File: config.mk
export PLATFORM = sky130hd
export DESIGN_NAME = disk_scan_look_seek_scheduler
export DESIGN_NICKNAME = d
export VERILOG_FILES = /design/src/sv/dsls_pkg.sv /design/src/sv/dsls_ram.sv /design/src/sv/disk_scan_look_seek_scheduler.sv
export SDC_FILE = /design/constraint.sdc
export NUM_CORES = 1
export LEC_CHECK = 0
export BUFFER_PORTS_ARGS = -buffer_cell sky130_fd_sc_hd__buf_2
export CORE_MARGIN = 2
export CORE_UTILIZATION = 57
export CTS_CLUSTER_SIZE = 8
export DETAILED_ROUTE_END_ITERATION = 12
export PLACE_DENSITY = 0.77
export SYNTH_ARGS = -nofsm -noshare
export SYNTH_HDL_FRONTEND = slang
export SYNTH_SLANG_ARGS = --single-unit
File: constraint.sdc
create_clock -name clk -period 4.6 [get_ports clk]
set_clock_uncertainty 0.05 [all_clocks]
set_input_delay 0.46 -clock clk [delete_from_list [all_inputs] [get_ports clk]]
set_output_delay 0.46 -clock clk [all_outputs]
set_load 0.03 [all_outputs]
File: src/sv/dsls_pkg.sv
// ----------------------------------------------------------------------------
// dsls_pkg
// Shared widths, register indexes and reset values for the SCAN/LOOK
// seek scheduler.
// ----------------------------------------------------------------------------
package dsls_pkg;

  localparam int POS_BITS      = 16;
  localparam int TOTAL_BITS    = 22;
  localparam int CFG_DATA_BITS = 17;
  localparam int CFG_IDX_BITS  = 2;

  localparam logic [TOTAL_BITS-1:0]    TOTAL_MAX          = '1;
  localparam logic [POS_BITS-1:0]      START_HEAD_RESET   = 16'd185;
  localparam logic [CFG_DATA_BITS-1:0] CYL_COUNT_RESET    = 17'd500;

  typedef enum logic [CFG_IDX_BITS-1:0] {
    CFG_SWEEP_MODE     = 2'd0,
    CFG_START_HEAD     = 2'd1,
    CFG_CYLINDER_COUNT = 2'd2
  } cfg_index_t;

  // sweep_mode encoding
  localparam logic MODE_SCAN = 1'b0;

endpackage

File: src/sv/dsls_ram.sv
// ----------------------------------------------------------------------------
// dsls_ram
// Generic simple dual-port RAM: one write port, one read port with
// registered read data.
// ----------------------------------------------------------------------------
module dsls_ram #(
  parameter int WIDTH = 16,
  parameter int DEPTH = 32
) (
  input  logic                     clk,
  input  logic                     we,
  input  logic [$clog2(DEPTH)-1:0] waddr,
  input  logic [WIDTH-1:0]         wdata,
  input  logic [$clog2(DEPTH)-1:0] raddr,
  output logic [WIDTH-1:0]         rdata
);

  logic [WIDTH-1:0] mem [DEPTH];

  always_ff @(posedge clk) begin
    if (we) begin
      mem[waddr] <= wdata;
    end
    rdata <= mem[raddr];
  end

endmodule

File: src/sv/disk_scan_look_seek_scheduler.sv
// ----------------------------------------------------------------------------
// disk_scan_look_seek_scheduler
// Elevator (SCAN / LOOK) seek scheduler over a batch of cylinder requests.
// ----------------------------------------------------------------------------
// Usage:
//   Requests come in on in_cylinder / in_last_request, one word taken at each
//   clock edge with start high and busy low, so a batch loads at one request
//   per cycle. Requests past MAX_REQUESTS are dropped and flag overflow on
//   every result of that batch; the word marked last still closes the batch.
//   After the last word busy goes high while the batch is insertion sorted in
//   the request RAM, the split point is found and the sweep runs. All passes
//   use the one RAM read port, so after the last word the block is busy for
//   the sorting, the split search, a read, distance and total add step for
//   each visited position, and a wrap-up.
//   Each visited position shows on the out_ ports for one cycle with
//   out_valid high; the receiver cannot stall and must take it then.
//   out_end_of_run marks the final position of the batch.
//   The user must write configuration (cfg_we/cfg_index/cfg_wdata) only
//   while busy is low; the block itself does not enforce it.
//   A synchronous reset (rst_n low) restores the register defaults
//   (SCAN, head 185, 500 cylinders) and empties the batch.
// ----------------------------------------------------------------------------
module disk_scan_look_seek_scheduler
  import dsls_pkg::*;
#(
  parameter int MAX_REQUESTS = 32,
  parameter int CYL_BITS     = 16
) (
  input  logic                     clk,
  input  logic                     rst_n,
  input  logic                     start,
  output logic                     busy,
  input  logic [POS_BITS-1:0]      in_cylinder,
  input  logic                     in_last_request,
  output logic                     out_valid,
  output logic [POS_BITS-1:0]      out_position,
  output logic [TOTAL_BITS-1:0]    out_movement_total,
  output logic                     out_end_of_run,
  output logic                     out_overflow,
  input  logic                     cfg_we,
  input  logic [CFG_IDX_BITS-1:0]  cfg_index,
  input  logic [CFG_DATA_BITS-1:0] cfg_wdata
);

  localparam int SW = (CYL_BITS < POS_BITS) ? CYL_BITS : POS_BITS;
  localparam int AW = $clog2(MAX_REQUESTS);
  localparam int CW = $clog2(MAX_REQUESTS + 1);
  localparam logic [CW-1:0] MAX_CNT = CW'(MAX_REQUESTS);

  typedef enum logic [3:0] {
    ST_IDLE, ST_SORT_I, ST_SORT_V, ST_SORT_J, ST_SORT_CMP,
    ST_SPLIT_RD, ST_SPLIT_CMP, ST_ASC_RD, ST_ASC_DAT, ST_END,
    ST_DESC_RD, ST_DESC_DAT, ST_EMIT, ST_DONE
  } state_t;

  typedef enum logic [1:0] {PH_ASC, PH_END, PH_DESC} phase_t;

  // configuration registers
  logic                     mode_r;
  logic [POS_BITS-1:0]      start_head_r;
  logic [CFG_DATA_BITS-1:0] cyl_count_r;

  always_ff @(posedge clk) begin
    if (!rst_n) begin
      mode_r       <= MODE_SCAN;
      start_head_r <= START_HEAD_RESET;
      cyl_count_r  <= CYL_COUNT_RESET;
    end else if (cfg_we) begin
      unique case (cfg_index)
        CFG_SWEEP_MODE:     mode_r       <= cfg_wdata[0];
        CFG_START_HEAD:     start_head_r <= cfg_wdata[POS_BITS-1:0];
        CFG_CYLINDER_COUNT: cyl_count_r  <= cfg_wdata;
        default: ;
      endcase
    end
  end

  state_t               state_r, state_nxt;
  phase_t               phase_r, phase_nxt;
  logic [CW-1:0]        cnt_r, cnt_nxt;
  logic [CW-1:0]        n_r, n_nxt;
  logic [CW-1:0]        i_r, i_nxt;
  logic [CW-1:0]        j_r, j_nxt;
  logic [CW-1:0]        k_r, k_nxt;
  logic [CW-1:0]        split_r, split_nxt;
  logic [SW-1:0]        v_r, v_nxt;
  logic                 dropped_r, dropped_nxt;
  logic                 scan_r, scan_nxt;
  logic [POS_BITS-1:0]  end_stop_r, end_stop_nxt;
  logic [POS_BITS-1:0]  head_r, head_nxt;
  logic [POS_BITS-1:0]  tgt_r, tgt_nxt;
  logic [POS_BITS-1:0]  diff_r, diff_nxt;
  logic                 fin_r, fin_nxt;
  logic [TOTAL_BITS-1:0] total_r, total_nxt;
  logic                 out_valid_r, out_valid_nxt;
  logic                 out_fin_r, out_fin_nxt;

  logic                 ram_we;
  logic [AW-1:0]        ram_waddr;
  logic [SW-1:0]        ram_wdata;
  logic [AW-1:0]        ram_raddr;
  logic [SW-1:0]        ram_rdata;

  logic                 accept;
  logic [POS_BITS-1:0]  visit_tgt;
  logic [CFG_DATA_BITS-1:0] stop_m1;
  logic [TOTAL_BITS:0]  sum;

  assign accept = start && (state_r == ST_IDLE);

  // target, end stop and running-total sum for the visit being set up
  assign visit_tgt = (state_r == ST_END) ? end_stop_r : POS_BITS'(ram_rdata);
  assign stop_m1   = (cyl_count_r == '0) ? '0 : cyl_count_r - 1'b1;
  assign sum       = {1'b0, total_r} + (TOTAL_BITS + 1)'(diff_r);

  always_comb begin
    state_nxt     = state_r;
    phase_nxt     = phase_r;
    cnt_nxt       = cnt_r;
    n_nxt         = n_r;
    i_nxt         = i_r;
    j_nxt         = j_r;
    k_nxt         = k_r;
    split_nxt     = split_r;
    v_nxt         = v_r;
    dropped_nxt   = dropped_r;
    scan_nxt      = scan_r;
    end_stop_nxt  = end_stop_r;
    head_nxt      = head_r;
    tgt_nxt       = tgt_r;
    diff_nxt      = diff_r;
    fin_nxt       = fin_r;
    total_nxt     = total_r;
    out_valid_nxt = 1'b0;
    out_fin_nxt   = out_fin_r;
    ram_we        = 1'b0;
    ram_waddr     = cnt_r[AW-1:0];
    ram_wdata     = in_cylinder[SW-1:0];
    ram_raddr     = k_r[AW-1:0];

    unique case (state_r)
      ST_IDLE: begin
        if (accept) begin
          if (cnt_r < MAX_CNT) begin
            ram_we  = 1'b1;
            cnt_nxt = cnt_r + 1'b1;
          end else begin
            dropped_nxt = 1'b1;
          end
          if (in_last_request) begin
            n_nxt        = (cnt_r < MAX_CNT) ? cnt_r + 1'b1 : cnt_r;
            i_nxt        = CW'(1);
            head_nxt     = start_head_r;
            total_nxt    = '0;
            scan_nxt     = (mode_r == MODE_SCAN);
            end_stop_nxt = stop_m1[POS_BITS] ? '1 : stop_m1[POS_BITS-1:0];
            state_nxt    = ST_SORT_I;
          end
        end
      end
      ST_SORT_I: begin
        ram_raddr = i_r[AW-1:0];
        if (i_r >= n_r) begin
          k_nxt     = '0;
          state_nxt = ST_SPLIT_RD;
        end else begin
          state_nxt = ST_SORT_V;
        end
      end
      ST_SORT_V: begin
        v_nxt     = ram_rdata;
        j_nxt     = i_r;
        state_nxt = ST_SORT_J;
      end
      ST_SORT_J: begin
        ram_raddr = AW'(j_r - 1'b1);
        if (j_r == '0) begin
          ram_we    = 1'b1;
          ram_waddr = j_r[AW-1:0];
          ram_wdata = v_r;
          i_nxt     = i_r + 1'b1;
          state_nxt = ST_SORT_I;
        end else begin
          state_nxt = ST_SORT_CMP;
        end
      end
      ST_SORT_CMP: begin
        ram_we    = 1'b1;
        ram_waddr = j_r[AW-1:0];
        if (ram_rdata > v_r) begin
          ram_wdata = ram_rdata;
          j_nxt     = j_r - 1'b1;
          state_nxt = ST_SORT_J;
        end else begin
          ram_wdata = v_r;
          i_nxt     = i_r + 1'b1;
          state_nxt = ST_SORT_I;
        end
      end
      ST_SPLIT_RD: begin
        if (k_r == n_r) begin
          split_nxt = k_r;
          state_nxt = ST_ASC_RD;
        end else begin
          state_nxt = ST_SPLIT_CMP;
        end
      end
      ST_SPLIT_CMP: begin
        if (POS_BITS'(ram_rdata) < head_r) begin
          k_nxt     = k_r + 1'b1;
          state_nxt = ST_SPLIT_RD;
        end else begin
          split_nxt = k_r;
          state_nxt = ST_ASC_RD;
        end
      end
      ST_ASC_RD: begin
        if (k_r == n_r) begin
          if (scan_r) begin
            state_nxt = ST_END;
          end else begin
            k_nxt     = split_r;
            state_nxt = ST_DESC_RD;
          end
        end else begin
          state_nxt = ST_ASC_DAT;
        end
      end
      ST_ASC_DAT: begin
        tgt_nxt   = visit_tgt;
        diff_nxt  = (visit_tgt >= head_r) ? visit_tgt - head_r : head_r - visit_tgt;
        fin_nxt   = ((k_r + 1'b1) == n_r) && !scan_r && (split_r == '0);
        phase_nxt = PH_ASC;
        state_nxt = ST_EMIT;
      end
      ST_END: begin
        tgt_nxt   = visit_tgt;
        diff_nxt  = (visit_tgt >= head_r) ? visit_tgt - head_r : head_r - visit_tgt;
        fin_nxt   = (split_r == '0);
        phase_nxt = PH_END;
        state_nxt = ST_EMIT;
      end
      ST_DESC_RD: begin
        ram_raddr = AW'(k_r - 1'b1);
        state_nxt = (k_r == '0) ? ST_DONE : ST_DESC_DAT;
      end
      ST_DESC_DAT: begin
        tgt_nxt   = visit_tgt;
        diff_nxt  = (visit_tgt >= head_r) ? visit_tgt - head_r : head_r - visit_tgt;
        fin_nxt   = (k_r == CW'(1));
        phase_nxt = PH_DESC;
        state_nxt = ST_EMIT;
      end
      ST_EMIT: begin
        total_nxt     = sum[TOTAL_BITS] ? TOTAL_MAX : sum[TOTAL_BITS-1:0];
        head_nxt      = tgt_r;
        out_valid_nxt = 1'b1;
        out_fin_nxt   = fin_r;
        unique case (phase_r)
          PH_ASC: begin
            k_nxt     = k_r + 1'b1;
            state_nxt = ST_ASC_RD;
          end
          PH_END: begin
            k_nxt     = split_r;
            state_nxt = ST_DESC_RD;
          end
          PH_DESC: begin
            k_nxt     = k_r - 1'b1;
            state_nxt = ST_DESC_RD;
          end
          default: state_nxt = ST_DESC_RD;
        endcase
      end
      ST_DONE: begin
        cnt_nxt     = '0;
        dropped_nxt = 1'b0;
        state_nxt   = ST_IDLE;
      end
      default: state_nxt = ST_IDLE;
    endcase
  end

  always_ff @(posedge clk) begin
    if (!rst_n) begin
      state_r     <= ST_IDLE;
      cnt_r       <= '0;
      dropped_r   <= 1'b0;
      head_r      <= '0;
      total_r     <= '0;
      out_valid_r <= 1'b0;
    end else begin
      state_r     <= state_nxt;
      cnt_r       <= cnt_nxt;
      dropped_r   <= dropped_nxt;
      head_r      <= head_nxt;
      total_r     <= total_nxt;
      out_valid_r <= out_valid_nxt;
    end
    phase_r    <= phase_nxt;
    n_r        <= n_nxt;
    i_r        <= i_nxt;
    j_r        <= j_nxt;
    k_r        <= k_nxt;
    split_r    <= split_nxt;
    v_r        <= v_nxt;
    scan_r     <= scan_nxt;
    end_stop_r <= end_stop_nxt;
    tgt_r      <= tgt_nxt;
    diff_r     <= diff_nxt;
    fin_r      <= fin_nxt;
    out_fin_r  <= out_fin_nxt;
  end

  dsls_ram #(
    .WIDTH(SW),
    .DEPTH(MAX_REQUESTS)
  ) u_store (
    .clk  (clk),
    .we   (ram_we),
    .waddr(ram_waddr),
    .wdata(ram_wdata),
    .raddr(ram_raddr),
    .rdata(ram_rdata)
  );

  assign busy               = (state_r != ST_IDLE);
  assign out_valid          = out_valid_r;
  assign out_position       = head_r;
  assign out_movement_total = total_r;
  assign out_end_of_run     = out_valid_r && out_fin_r;
  assign out_overflow       = dropped_r;

  // results only come out of a running sweep
  a_valid_busy: assert property (@(posedge clk) disable iff (!rst_n)
    out_valid |-> busy)
    else $error("result word while idle");

  // store fill never passes its depth
  a_cnt_bound: assert property (@(posedge clk) disable iff (!rst_n)
    cnt_r <= MAX_CNT)
    else $error("request count past store depth");

  // a word taken with the store full flags overflow
  a_drop_flag: assert property (@(posedge clk) disable iff (!rst_n)
    (start && !busy && cnt_r == MAX_CNT) |=> dropped_r)
    else $error("dropped request not flagged");

  // the final word of a run is followed by return to idle
  a_end_idle: assert property (@(posedge clk) disable iff (!rst_n)
    out_end_of_run |-> ##[2:3] !busy)
    else $error("block still busy after end of run");

  // running total never decreases within a run
  a_total_mono: assert property (@(posedge clk) disable iff (!rst_n)
    (out_valid && $past(busy) && state_r != ST_DONE && !$past(out_end_of_run))
      |-> out_movement_total >= $past(total_r))
    else $error("movement total went down");

endmodule
Word-level counts from Yosys, hierarchy flattened

Memory sizes are Yosys's and may differ from the RTL's. A register that Yosys moved wholly into a read port is not among the register bits.
Cells that the tools add are included.

Word-level logic and storage cells: 163
Input port bits: 40
Memories kept: 1
Bits in registers: 183
RAM bits: 512

Add/sub/neg operators: 9
$lt $le $gt $ge: 5
Reductions and logical operators: 33
Mux-type cells: 59
Equality and inequality tests: 33
Bitwise logic cells: 1

Memories:

| name        | depth | width | read ports | clocked after memory_dff | write ports | line           | text |
|---|---|---|---|---|---|---|---|
| u_store.mem | 32    | 16    | 1          | 1                        | 1           | dsls_ram.sv:18 | `logic [WIDTH-1:0] mem [DEPTH];` |

Operator list:

| kind                                                                 | number |
|---|---|
| 16-bit two-way mux                                                   | 6 |
| 6-bit two-way mux                                                    | 13 |
| 22-bit two-way mux                                                   | 3 |
| 16-bit case mux with 2 select lines                                  | 2 |
| 22-bit case mux with 2 select lines                                  | 1 |
| 4-bit case mux with 11 select lines                                  | 1 |
| 6-bit case mux with 2 select lines                                   | 3 |
| 6-bit case mux with 3 select lines                                   | 2 |
| 16-bit subtractor                                                    | 2 |
| 4-bit == test, second input constant                                 | 6 |
| 2-bit != test, second input constant                                 | 12 |
| 6-bit case mux with 4 select lines                                   | 1 |
| 22-bit by 16-bit adder with 23-bit output                            | 1 |
| 6-bit by 1-bit adder with 6-bit output, second input constant        | 3 |
| 6-bit logical NOT                                                    | 3 |
| 17-bit logical NOT                                                   | 1 |
| 17-bit two-way mux                                                   | 1 |
| 17-bit by 1-bit subtractor with 17-bit output, second input constant | 1 |
| 4-bit by 3-bit == test with 1-bit output, second input constant      | 4 |
| 16-bit greater-or-equal comparator                                   | 1 |
| 16-bit greater-than comparator                                       | 1 |
| 16-bit < comparator                                                  | 1 |
| 4-bit two-way mux                                                    | 4 |
| 5-bit case mux with 3 select lines                                   | 1 |
| other kinds (31)                                                     | 66 |

Depth between registers and ports, before layout

Depth after elaboration: 6
Depth in mapped cells: 19
Depth with buffers taken out: 16

Modules after synthesis

From an unflattened synthesis, not the netlist that was laid out.

Cell total of the unflattened synthesis: 2453
Area, all modules: 32388.6 um^2

By module, submodules not included:

| module                        | area an instance (um^2) | cells an instance | instances |
|---|---|---|---|
| dsls_ram                      | 20534.7                 | 1143              | 1 |
| disk_scan_look_seek_scheduler | 11853.9                 | 1310              | 1 |

Worst setup path after synthesis

No wires, ideal clock.

Path type: reg-to-reg
From: reg state_r[1]
To: reg diff_r[1], data pin
Arrival time: 4.155 ns
Slack: 0.133 ns
Library setup time: 0.262 ns
Buffers on the path: 5
Stages on the path, launching flop included: 19
Path through: dfxtp_1 -> buf_2 -> buf_2 -> nor3_1 -> buf_1 -> buf_1 -> nor2_1 -> a21oi_1 -> ha_1 -> inv_1 -> fa_1 -> a21oi_1 -> o21bai_1 -> a2111oi_2 -> o211ai_1 -> a211oi_2 -> nor2_2 -> buf_6 -> mux2_1

Cells in the longest elaborated chain, start to end: 4

RTL lines:

| element                                                                        | line                                                                                                             | text |
|---|---|---|
| start: declaration                                                             | disk_scan_look_seek_scheduler.sv:78                                                                              | `state_t state_r, state_nxt;` |
| start signal: assignment                                                       | disk_scan_look_seek_scheduler.sv:293                                                                             | `state_r <= state_nxt;` |
| 4-bit == test (*)                                                              | disk_scan_look_seek_scheduler.sv:112, disk_scan_look_seek_scheduler.sv:141                                       |  |
| 16-bit two-way mux (*)                                                         | disk_scan_look_seek_scheduler.sv:112                                                                             | `assign visit_tgt = (state_r == ST_END) ? end_stop_r : POS_BITS'(ram_rdata);` |
| 16-bit subtractor / 16-bit greater-or-equal comparator (equally long branches) | disk_scan_look_seek_scheduler.sv:231, disk_scan_look_seek_scheduler.sv:238, disk_scan_look_seek_scheduler.sv:249 |  |
| 16-bit two-way mux (*)                                                         | disk_scan_look_seek_scheduler.sv:231, disk_scan_look_seek_scheduler.sv:238, disk_scan_look_seek_scheduler.sv:249 |  |
| end signal: assignment                                                         | disk_scan_look_seek_scheduler.sv:310                                                                             | `diff_r <= diff_nxt;` |
| end: declaration                                                               | disk_scan_look_seek_scheduler.sv:92                                                                              | `logic [POS_BITS-1:0] diff_r, diff_nxt;` |

Every way passes the cells marked *; elsewhere a longest branch is shown, timed or not.
A chain may end at the register's enable or synchronous reset.

Worst setup path in the final report

From: reg state_r[0]
To: reg diff_r[6], data pin

Cells in the longest elaborated chain, start to end: 4

RTL lines:

| element                                                                        | line                                                                                                             | text |
|---|---|---|
| 4-bit == test (*)                                                              | disk_scan_look_seek_scheduler.sv:112                                                                             |  |
| 16-bit two-way mux (*)                                                         | disk_scan_look_seek_scheduler.sv:112                                                                             |  |
| net visit_tgt[4]                                                               | disk_scan_look_seek_scheduler.sv:105                                                                             | `logic [POS_BITS-1:0] visit_tgt;` |
| 16-bit subtractor / 16-bit greater-or-equal comparator (equally long branches) | disk_scan_look_seek_scheduler.sv:231, disk_scan_look_seek_scheduler.sv:238, disk_scan_look_seek_scheduler.sv:249 |  |
| 16-bit two-way mux (*)                                                         | disk_scan_look_seek_scheduler.sv:231, disk_scan_look_seek_scheduler.sv:238, disk_scan_look_seek_scheduler.sv:249 |  |

Mark *: on every way through the listed nets, which the timed path passes. The rest lies on a longest branch.

==> flow_summary_export.csv <==
group,metric,value,unit
worst_setup_path,path_class,"reg2reg",
clock_tree,clockBufferDepth,3,
flow_run,maxCapViolCount,0,
logic_synthesis,ys_async_sr_fraction,0,
final_layout,final_common_cell,"edfxtp_1",
clock_tree,clkSlewWorstSetupHoldPaths,0.05,ns
timing,tns,0,ns
logic_synthesis,syn_inst,2469,
worst_setup_path,cp_slowest_cell,"nor2_2",
global_route,grt_max_degree,59,
clock_tree,post_cts_buffers,0,
clock_tree,numCtsBuffers,99,
global_route,antenna_found_initial,0,
timing,hold_slack,0.0173,ns
final_layout,syn2layout_area_growth,13.4,%
final_layout,n_antenna_cell,0,
logic_synthesis,syn-cell-area,0.0329,sq mm
global_route,grt_pass1_vias,20740,
worst_setup_path,path_cells,"nand2_1, nor3_2, buf_4, buf_4, mux2i_1, inv_1, ha_1, nand4_1, inv_1, a2111oi_2, o211ai_1, a211oi_2, nor2_2, mux2i_1, xor2_1",
die,fp-row-count,88,
die,dieArea,0.0596,sq mm
global_route,grt_pass1_wl,120,mm
timing,hold_viol,0,
logic_synthesis,seq_area_frac_synth,0.619,
logic_synthesis,yosys_warnings,0,
logic_synthesis,synth-edff-count,611,
logic_synthesis,synth_cell_types,87,
clock_tree,h-tree-depth,3,
timing,tightest_slew,1.20,ns
clock_tree,clockRootBuffer,"clkbuf_16",
timing,slew_violations,0,
drt,drc,0,
timing,setup_viol,0,
global_route,track_usage,0.264,
placement,gp_congestion,0.923,
die,core_area,0.0574,sq mm
worst_setup_path,cp-start-kind,"flop",
drt,drtIter0Drc,1896,
clock_tree,cts.sinks,711,
final_layout,layout-drive-gt1-share,0.138,
timing,rsz0062_at_grt,"no",
drt,routedWlPerCell,22.9,um
die,start_util,0.573,
outcome,status,"complete, no violations",
final_layout,layout_common_cells,"edfxtp_1, mux2i_1, nand2_1, nor2_1, dfxtp_1",
worst_setup_path,critPathMaxFanout,15,
logic_synthesis,synth_fp_nets,2607,
drt,vias,20843,
timing,min_period,4.07,ns
die,die_h,244,um
die,io_pins,82,
global_route,overflow,0,
die,die_x,244,um
worst_setup_path,slowest_delay,0.74,ns
drt,dr.pass1.iters,7,
logic_synthesis,ys_ff_latch,711,
drt,finalWirelength,78.9,mm
timing,fin_crit_sh,0.886,
clock_tree,post_cts_resized,0,
drt,final_antenna_net_count,0,
placement,hpwl,52.0,mm
worst_setup_path,worstSetupEndpointType,"flop",
worst_setup_path,crit_arrival,4.40,ns
clock_tree,cts_hold_buf,1,
min_path,holdCritPathClass,"in2reg",
drt,via_per_inst,6.04,
logic_synthesis,synthFlopType,"edfxtp_1",
power_and_ir_drop,p_leak,14.1,nW
clock_tree,cts_tree,"done",
placement,io_buffer_count,81,
power_and_ir_drop,ir_drop,0.392,mV
timing,maxSlewHeadroom,0.200,
worst_setup_path,cp.required,4.92,ns
clock_tree,clk_latency,0.66,ns
timing,fmax,245,MHz
final_layout,num-nets-final,2761,
logic_synthesis,synth_area_per_cell,13.3,sq um
power_and_ir_drop,power_density,648,mW/mm^2
==> power breakdown <==
part,internal [mW],switching [mW]
combinational,3.48,5.55
sequential,8.07,0.394
clock,4.01,2.64
total,15.6,8.59
==> worst max-delay path, delay by kind of cell (launching register included) <==
kind            cells  cell delay (ns)
compound gates      3             0.49
xor+xnor            1             0.10
fa+ha+maj           1             0.45
buf+inv             4             0.71
flops               1             0.33
mux                 2             0.56
simple gates        4             1.11
==> cells by family after synthesis <==
| group | synth area share |
|---|---|
| buffers and inverters | 0.0313 |
| AOI/OAI and AO/OA | 0.0871 |
| and+or+nand+nor | 0.0746 |
| muxes | 0.132 |
| DFF | 0.619 |
| xor gates and xnor gates | 0.0181 |
| adders and majority gates | 0.0380 |
==> state kept, by name (all words and copies together) (netlist names), 16 cells and up <==
name                cells
end_stop_r             16
cyl_count_r            17
out_movement_total     22
tgt_r                  16
u_store.mem           512
u_store.rdata          16
start_head_r           16
diff_r                 16
out_position           16
v_r                    16
==> synthesized netlist by cell type (26+ instances only) <==
master	count	area share
edfxtp_1	611	0.56
o21ai_0	68	0.010
nand2_1	234	0.027
mux2i_1	392	0.12
mux2_2	37	0.013
buf_2	30	0.0046
inv_1	90	0.010
nand3_1	39	0.0059
nor2_1	116	0.013
a21o_1	43	0.0098
nand4_1	26	0.0049
xnor2_1	45	0.012
ha_1	95	0.036
o211ai_1	40	0.0091
clkbuf_1	52	0.0059
buf_4	32	0.0073
a21oi_1	91	0.014
dfxtp_1	100	0.061
==> metrics by stage <==
| stage | area [sq um] | utilization | setup slack (ns) | power [mW] | cells |
|---|---|---|---|---|---|
| after floorplan | 32900 | - | 0.133 | 14.9 | 2469 |
| after global placement | 34400 | 0.600 | 0.644 | 17.3 | 3286 |
| after detailed placement | 34400 | 0.600 | 0.581 | 17.5 | 3286 |
| after CTS | 37300 | 0.650 | 0.569 | 24.2 | 3448 |
| after global routing | 37300 | 0.650 | 0.176 | 25.2 | 3448 |
| final | 37300 | 0.650 | 0.526 | 24.2 | 3448 |
==> routing by layer <==
layer | wire length (um) | global-route usage | share of wire
met5 | 0 | 0 | 0
met1 | 33000 | 0.352 | 0.42
met2 | 38000 | 0.435 | 0.48
met3 | 4980 | 0.0414 | 0.063
met4 | 2960 | 0.104 | 0.038
==> cell type report <==
type	instances	area [sq um]
multi-input combinational	1540	11600
tap	765	957
timing repair buffer	179	1220
fill	4110	20100
sequential	711	20300
inverter	92	345
clock buffer	153	2710
clock inverter	8	141
==> worst paths after layout <==
check	startpoint	endpoint	slack, ns	cells past startpoint
max	state_r[0]	diff_r[6]	0.53	15
max reg2reg	state_r[0]	diff_r[6]	0.53	15
min reg2reg	fin_r	out_fin_r	0.38	0
min	cfg_wdata[5]	start_head_r[5]	0.02	3
No activity file was read; power rests on OpenSTA's default activity.
